`src/hdl/hsd_pkg.sv`:
```
`default_nettype none

package hsd_pkg;

	localparam int unsigned COIL_W   = 4;
	localparam int unsigned IDX_W    = 3;
	localparam int unsigned COUNT_W  = 16;
	localparam int unsigned LIMIT_W  = 16;

	localparam logic [LIMIT_W-1:0] STEP_LIMIT_RESET = 16'd1200;

	// item function codes
	localparam logic FUNC_START = 1'b0;
	localparam logic FUNC_TICK  = 1'b1;

	// move direction codes
	localparam logic MOVE_OPEN  = 1'b0;
	localparam logic MOVE_CLOSE = 1'b1;

	// limit switch codes
	localparam logic [1:0] LIM_NONE  = 2'd0;
	localparam logic [1:0] LIM_OPEN  = 2'd1;
	localparam logic [1:0] LIM_CLOSE = 2'd2;
	localparam logic [1:0] LIM_BOTH  = 2'd3;

	typedef struct packed {
		logic       func;
		logic       move_direction;
		logic [1:0] limit_switches;
		logic       motor_moving;
	} item_t;

	typedef struct packed {
		logic [COIL_W-1:0] coil_pattern;
		logic              bridge_enable;
		logic              is_running;
		logic              timed_out;
		logic              finished;
		logic              finished_direction;
	} result_t;

	// eight-entry half-step coil table
	function automatic logic [COIL_W-1:0] half_step(input logic [IDX_W-1:0] idx);
		logic [COIL_W-1:0] pat;
		case (idx)
			3'd0:    pat = 4'd2;
			3'd1:    pat = 4'd6;
			3'd2:    pat = 4'd4;
			3'd3:    pat = 4'd5;
			3'd4:    pat = 4'd1;
			3'd5:    pat = 4'd9;
			3'd6:    pat = 4'd8;
			3'd7:    pat = 4'd10;
			default: pat = 4'd0;
		endcase
		return pat;
	endfunction

endpackage

`default_nettype wire

```
`src/hdl/stepper_half_step_driver_top.sv`:
```
// Half-step sequencer for a two-phase stepper. A start item (func 0) arms a move in
// move_direction, clears the tick count and turns the bridge enables on; each tick item
// (func 1) during a move drives the next entry of the eight-entry half-step table and steps
// the index forward for open, back for close. A move stops when the count has reached
// step_limit or a closing motor is blocked (timed_out), or when the limit switch for the
// direction or both switches are hit; finished then pulses and coils and enables drop.
// Every input transfer gives exactly one result transfer. Each item passes through the input
// register and then the result register, and a stall at the result channel holds both;
// one item is taken per cycle as long as results are taken. step_limit resets to 1200 and
// is written through the cfg channel, which is always ready; write it only while no item is
// in flight.
`default_nettype none

module stepper_half_step_driver_top (
	input  wire logic                        clk,
	input  wire logic                        arst_n,
	// input item channel
	input  wire logic                        in_valid,
	output logic                             in_ready,
	input  wire logic                        func,
	input  wire logic                        move_direction,
	input  wire logic [1:0]                  limit_switches,
	input  wire logic                        motor_moving,
	// configuration write channel
	input  wire logic                        cfg_valid,
	output logic                             cfg_ready,
	input  wire logic [hsd_pkg::LIMIT_W-1:0] step_limit,
	// result channel
	output logic                             out_valid,
	input  wire logic                        out_ready,
	output logic [hsd_pkg::COIL_W-1:0]       coil_pattern,
	output logic                             bridge_enable,
	output logic                             is_running,
	output logic                             timed_out,
	output logic                             finished,
	output logic                             finished_direction
);

	logic [hsd_pkg::LIMIT_W-1:0] limit_q;
	hsd_pkg::item_t              item_s1;
	logic                        valid_s1;
	hsd_pkg::result_t            result;
	hsd_pkg::result_t            result_q;
	logic                        can_load;
	logic                        fire;

	// config register transfer, taken in any cycle
	assign cfg_ready = 1'b1;

	always_ff @(posedge clk or negedge arst_n) begin
		if (!arst_n) begin
			limit_q <= hsd_pkg::STEP_LIMIT_RESET;
		end else if (cfg_valid) begin
			limit_q <= step_limit;
		end
	end

	// the input register moves on whenever the result register can take a new result
	assign fire     = valid_s1 && can_load;
	assign in_ready = !valid_s1 || can_load;

	always_ff @(posedge clk or negedge arst_n) begin
		if (!arst_n) begin
			valid_s1 <= 1'b0;
		end else if (in_ready) begin
			valid_s1 <= in_valid;
		end
	end

	always_ff @(posedge clk) begin
		if (in_valid && in_ready) begin
			item_s1.func           <= func;
			item_s1.move_direction <= move_direction;
			item_s1.limit_switches <= limit_switches;
			item_s1.motor_moving   <= motor_moving;
		end
	end

	// sequencer state and next-result logic, state commits on fire
	hsd_core u_core (
		.clk        (clk),
		.arst_n     (arst_n),
		.fire       (fire),
		.item       (item_s1),
		.step_limit (limit_q),
		.result     (result)
	);

	// result register, holds a finished result while the consumer stalls
	hsd_out_reg u_out (
		.clk       (clk),
		.arst_n    (arst_n),
		.load      (valid_s1),
		.result    (result),
		.out_ready (out_ready),
		.out_valid (out_valid),
		.can_load  (can_load),
		.result_q  (result_q)
	);

	assign coil_pattern       = result_q.coil_pattern;
	assign bridge_enable      = result_q.bridge_enable;
	assign is_running         = result_q.is_running;
	assign timed_out          = result_q.timed_out;
	assign finished           = result_q.finished;
	assign finished_direction = result_q.finished_direction;

endmodule

`default_nettype wire

```
`src/hdl/hsd_core.sv`:
```
`default_nettype none

module hsd_core (
	input  wire logic                          clk,
	input  wire logic                          arst_n,
	input  wire logic                          fire,
	input  wire hsd_pkg::item_t                item,
	input  wire logic [hsd_pkg::LIMIT_W-1:0]   step_limit,
	output hsd_pkg::result_t                   result
);

	logic [hsd_pkg::IDX_W-1:0]   index_q;
	logic [hsd_pkg::COUNT_W-1:0] count_q;
	logic                        dir_q;
	logic                        run_q;
	logic [hsd_pkg::COIL_W-1:0]  coil_q;
	logic                        en_q;

	logic [hsd_pkg::IDX_W-1:0]   index_d;
	logic [hsd_pkg::COUNT_W-1:0] count_d;
	logic                        dir_d;
	logic                        run_d;
	logic [hsd_pkg::COIL_W-1:0]  coil_d;
	logic                        en_d;
	logic                        in_limit;
	logic                        lim_hit;
	logic                        tmo;
	logic                        fin;

	always_comb begin
		index_d  = index_q;
		count_d  = count_q;
		dir_d    = dir_q;
		run_d    = run_q;
		coil_d   = coil_q;
		en_d     = en_q;
		tmo      = 1'b0;
		fin      = 1'b0;
		in_limit = count_q < step_limit;
		lim_hit  = ((dir_q == hsd_pkg::MOVE_OPEN) && (item.limit_switches == hsd_pkg::LIM_OPEN)) ||
			((dir_q == hsd_pkg::MOVE_CLOSE) && (item.limit_switches == hsd_pkg::LIM_CLOSE)) ||
			(item.limit_switches == hsd_pkg::LIM_BOTH);
		if (item.func == hsd_pkg::FUNC_START) begin
			count_d = '0;
			dir_d   = item.move_direction;
			en_d    = 1'b1;
			run_d   = 1'b1;
		end else if (run_q) begin
			coil_d  = hsd_pkg::half_step(index_q);
			index_d = (dir_q == hsd_pkg::MOVE_OPEN) ? index_q + 3'd1 : index_q - 3'd1;
			count_d = count_q + 16'd1;
			// step limit reached or closing motor blocked
			if (!in_limit || ((dir_q == hsd_pkg::MOVE_CLOSE) && !item.motor_moving)) begin
				tmo = 1'b1;
			end
			if (tmo || lim_hit) begin
				coil_d = '0;
				en_d   = 1'b0;
				run_d  = 1'b0;
				fin    = 1'b1;
			end
		end
		result.coil_pattern       = coil_d;
		result.bridge_enable      = en_d;
		result.is_running         = run_d;
		result.timed_out          = tmo;
		result.finished           = fin;
		result.finished_direction = fin & dir_q;
	end

	always_ff @(posedge clk or negedge arst_n) begin
		if (!arst_n) begin
			index_q <= '0;
			count_q <= '0;
			dir_q   <= hsd_pkg::MOVE_OPEN;
			run_q   <= 1'b0;
			coil_q  <= '0;
			en_q    <= 1'b0;
		end else if (fire) begin
			index_q <= index_d;
			count_q <= count_d;
			dir_q   <= dir_d;
			run_q   <= run_d;
			coil_q  <= coil_d;
			en_q    <= en_d;
		end
	end

endmodule

`default_nettype wire

```
`src/hdl/hsd_out_reg.sv`:
```
`default_nettype none

module hsd_out_reg (
	input  wire logic             clk,
	input  wire logic             arst_n,
	input  wire logic             load,
	input  wire hsd_pkg::result_t result,
	input  wire logic             out_ready,
	output logic                  out_valid,
	output logic                  can_load,
	output hsd_pkg::result_t      result_q
);

	logic valid_q;

	assign can_load  = !valid_q || out_ready;
	assign out_valid = valid_q;

	always_ff @(posedge clk or negedge arst_n) begin
		if (!arst_n) begin
			valid_q <= 1'b0;
		end else if (can_load) begin
			valid_q <= load;
		end
	end

	always_ff @(posedge clk) begin
		if (load && can_load) begin
			result_q <= result;
		end
	end

endmodule

`default_nettype wire

```
`config.mk`:
```
export PLATFORM = sky130hd
export DESIGN_NAME = stepper_half_step_driver_top
export DESIGN_NICKNAME = d
export VERILOG_FILES = /design/src/hdl/hsd_pkg.sv /design/src/hdl/stepper_half_step_driver_top.sv /design/src/hdl/hsd_core.sv /design/src/hdl/hsd_out_reg.sv
export SDC_FILE = /design/constraint.sdc
export NUM_CORES = 1
export LEC_CHECK = 0
export ABC_AREA = 1
export BUFFER_PORTS_ARGS = -buffer_cell sky130_fd_sc_hd__buf_2
export CAP_MARGIN = 20
export CELL_PAD_IN_SITES_DETAIL_PLACEMENT = 0
export CELL_PAD_IN_SITES_GLOBAL_PLACEMENT = 1
export CORE_MARGIN = 10
export CORE_UTILIZATION = 35
export DETAILED_ROUTE_END_ITERATION = 7
export GPL_TIMING_DRIVEN = 0
export MAX_ROUTING_LAYER = met4
export PLACE_DENSITY_LB_ADDON = 0.1
export SETUP_SLACK_MARGIN = 0.4
export SYNTH_ARGS = -nofsm -noshare
export SYNTH_HDL_FRONTEND = slang
export SYNTH_HIERARCHICAL = 1
export SYNTH_SLANG_ARGS = --single-unit
```
`constraint.sdc`:
```
create_clock -name clk -period 4.5 [get_ports clk]
set_input_delay 0.45 -clock clk [delete_from_list [all_inputs] [get_ports clk]]
set_output_delay 0.45 -clock clk [all_outputs]
set_load 0.05 [all_outputs]
```
==> reports/metrics.csv <==
metric;value;unit
use_met1;14.3;%
r2r_slack;2.41;ns
gp_congestion;0.785;
cp_max_fo;4;
crit_family;simple AND/OR/NAND/NOR gates;
postCtsSetupBuffers;0;
die_y;115;um
grt_usage;11.3;%
layout_worst_path_cycle_share;46.5;%
use_met2;16.8;%
antenna_found_initial;0;
syn_area;0.00317;mm^2
first_pass_iters;4;
hold_buffers;0;
fp.coreArea;0.00876;mm^2
ys.flop_type;dfrtp_1;
die_area;0.0133;mm^2
fin_skew;0.00743;ns
syn_inst;368;
rsz0062_at_grt;no;
met3_usage;3.85;%
drt_iter0_markers;98;
ys_warn_count;6;
reg2reg_from;limit_q[5];
yosysSeqAreaShare;48.2;%
htreeDepth;3;
synth.distinct_cells;37;
synth_top_area_share;31.6;%
cts_resized;0;
via_per_inst;4.58;
worstSetupPathType;flop to flop;
yosys-top-cells-area;dfrtp_1 32%, edfxtp_1 13%, nand2_1 10%, inv_1 7.9%, ha_1 6.3%;
num_io_pins;38;
grt_max_degree;45;
min_period;2.09;ns
port_buffers;36;
drc;0;
yosys.area_share.simple;21.5;%
insertedDiodeCount;0;
synthAdderAreaFrac;6.95;%
drive_above_1_share;22.1;%
final_hold_viol_count;0;
synth-edff-count;14;
fin_nets;459;
synth_compound_area_share;9.68;%
clk_latency;0.34;ns
max_stage_delay;0.53;ns
leakage;1.82;nW
relSlewSlack;36.2;%
synthArstFlopShare;75.9;%
rows;34;
clockBufferDepth;2;
drtAntennaViolNets;0;
min_path_type;input pin to async pin;
cap_violations;0;
grt_pass1_wl;11800;um
cts_tree;built;
endpoint_kind;flop;
synth-xor-area-share;1.38;%
start_kind;flop;
fin_tns_setup;0;ns
ys_seq_elements;58;
pre_cts_slack;2.41;ns
status;finished clean;
clk_pin_slew;0.07;ns
grt_pass1_vias;2490;
syn-num-nets;411;
fin_ws;2.41;ns
finalSetupViolations;0;
worst-path-buf-inv;3;
fill_cells;917;
crit_slowest_cell;dfstp_2;
cts.sinks;58;
cts-root-buf;clkbuf_8;
cts_made_buffers;9;
synth_top_family_by_area;simple AND/OR/NAND/NOR gates;
reg2reg_to;u_out/result_q[1];
critPathArrivalTime;2.19;ns
hpwl;4950;um
max_slew.worst_pin.slew;0.957;ns
syn_to_final_growth;17.9;%
grt_overflow;0;
yosys.area.top_type;dfrtp_1;
wl_per_cell;12.7;um
powerDensity;426;mW/mm^2
routed_wl;6720;um
max_freq;478;MHz
crit_chain;inv_1 > ha_1 > a21oi_1 > nor2_1 > nor3_1 > nand2_1 > nand2_1 > nand3_2 > nand2_1 > inv_1 > buf_4;
crit_required;4.60;ns
irDropWorstVdd;0.000198;V
reg2reg_depth;11;
vias;2423;
syn_area_per_cell;8.61;um^2
start_util;36.1;%
die-width;115;um
report.final.slew_viol_count;0;
cp_common_cell;nand2_1;
synth.mux.area_fraction;0.316;%
grt-busiest-layer;met2;
==> Yosys cell counts, drive strengths merged, types with 3 or more instances <==
cell type  number
nand2          87
inv            73
dfrtp          40
o21ai          35
nor2           25
nand3          20
ha             16
edfxtp         14
a21oi          11
buf            11
nand4           6
o22ai           6
dfstp           4
nor3            4
xnor2           3
==> power breakdown <==
| part | switching, mW | internal [mW] |
|---|---|---|
| combinational | 0.223 | 0.119 |
| clock | 0.211 | 0.362 |
| sequential | 0.0484 | 0.626 |
| total | 0.482 | 1.11 |
==> registers in the layout, indices dropped and copies added, names as in the netlist <==
name	cells
u_core/coil_q	4
limit_q	16
u_core/index_q	3
valid_s1	1
u_core/en_q	1
u_out/out_valid	1
u_out/result_q	9
item_s1	5
u_core/count_q	16
u_core/run_q	1
u_core/dir_q	1
==> per-layer routing <==
| metal | share of wire, % | vias up |
|---|---|---|
| met2 | 45 | 35 |
| met3 | 3.8 | 2 |
| li1 | - | 1264 |
| met5 | 0 | - |
| met4 | 0.36 | 0 |
| met1 | 51 | 1122 |
==> through the flow <==
stage                     util [%]  power [mW]  std cells  area, um^2  hold WS (ns)
after floorplan                  -       0.938        368        3170         0.154
after global placement        39.7        1.02        512        3480         0.439
after detailed placement      39.7        1.03        512        3480         0.457
after CTS                     42.4        1.61        528        3710         0.262
after global routing          42.6        1.70        529        3730        0.0389
final                         42.6        1.59        529        3730        0.0326
==> placed cells by master, fill, tap and decap left out, types with 4 or more instances in the layout <==
master    instances
nand2_1          86
inv_1            67
dfrtp_1          40
buf_2            39
o21ai_0          26
nor2_1           16
nand3_1          16
ha_1             16
edfxtp_1         14
a21oi_1          11
clkbuf_8         10
inv_2             6
nand4_1           6
o22ai_1           6
buf_4             5
nor2_2            5
o21ai_1           5
o21ai_2           4
dfstp_2           4
nor2_4            4
==> kinds of logic after synthesis <==
| group | Yosys count |
|---|---|
| simple gates | 146 |
| buf+inv | 85 |
| flops | 58 |
| compound gates | 55 |
| fa+ha+maj | 17 |
| xor+xnor | 5 |
| other cells | 1 |
| mux | 1 |
==> how the worst max path moves through the flow <==
stage / cells after the start / endpoint / slack, ns / startpoint
final: 11 / u_out/result_q[1] / 2.41 / limit_q[5]
after global routing: 11 / u_out/result_q[1] / 2.24 / limit_q[5]
after CTS: 11 / u_out/result_q[1] / 2.40 / limit_q[5]
after detailed placement: 11 / u_out/result_q[1] / 2.41 / limit_q[5]
after global placement: 11 / u_out/result_q[1] / 2.41 / limit_q[5]
after floorplan: 11 / u_out/result_q[1] / 2.64 / limit_q[5]
==> final cells by class <==
| type | instances | area, um^2 | share of cell area [%] |
|---|---|---|---|
| Sequential cell | 58 | 1530 | 40.9 |
| Multi-Input combinational cell | 225 | 1270 | 33.9 |
| Inverter | 73 | 274 | 7.34 |
| Timing Repair Buffer | 37 | 200 | 5.36 |
| Tap cell | 108 | 135 | 3.62 |
| Clock buffer | 9 | 124 | 3.32 |
| Clock inverter | 7 | 108 | 2.88 |
| Buffer | 12 | 100 | 2.68 |
Note: power is estimated with default switching activity, not from simulation.
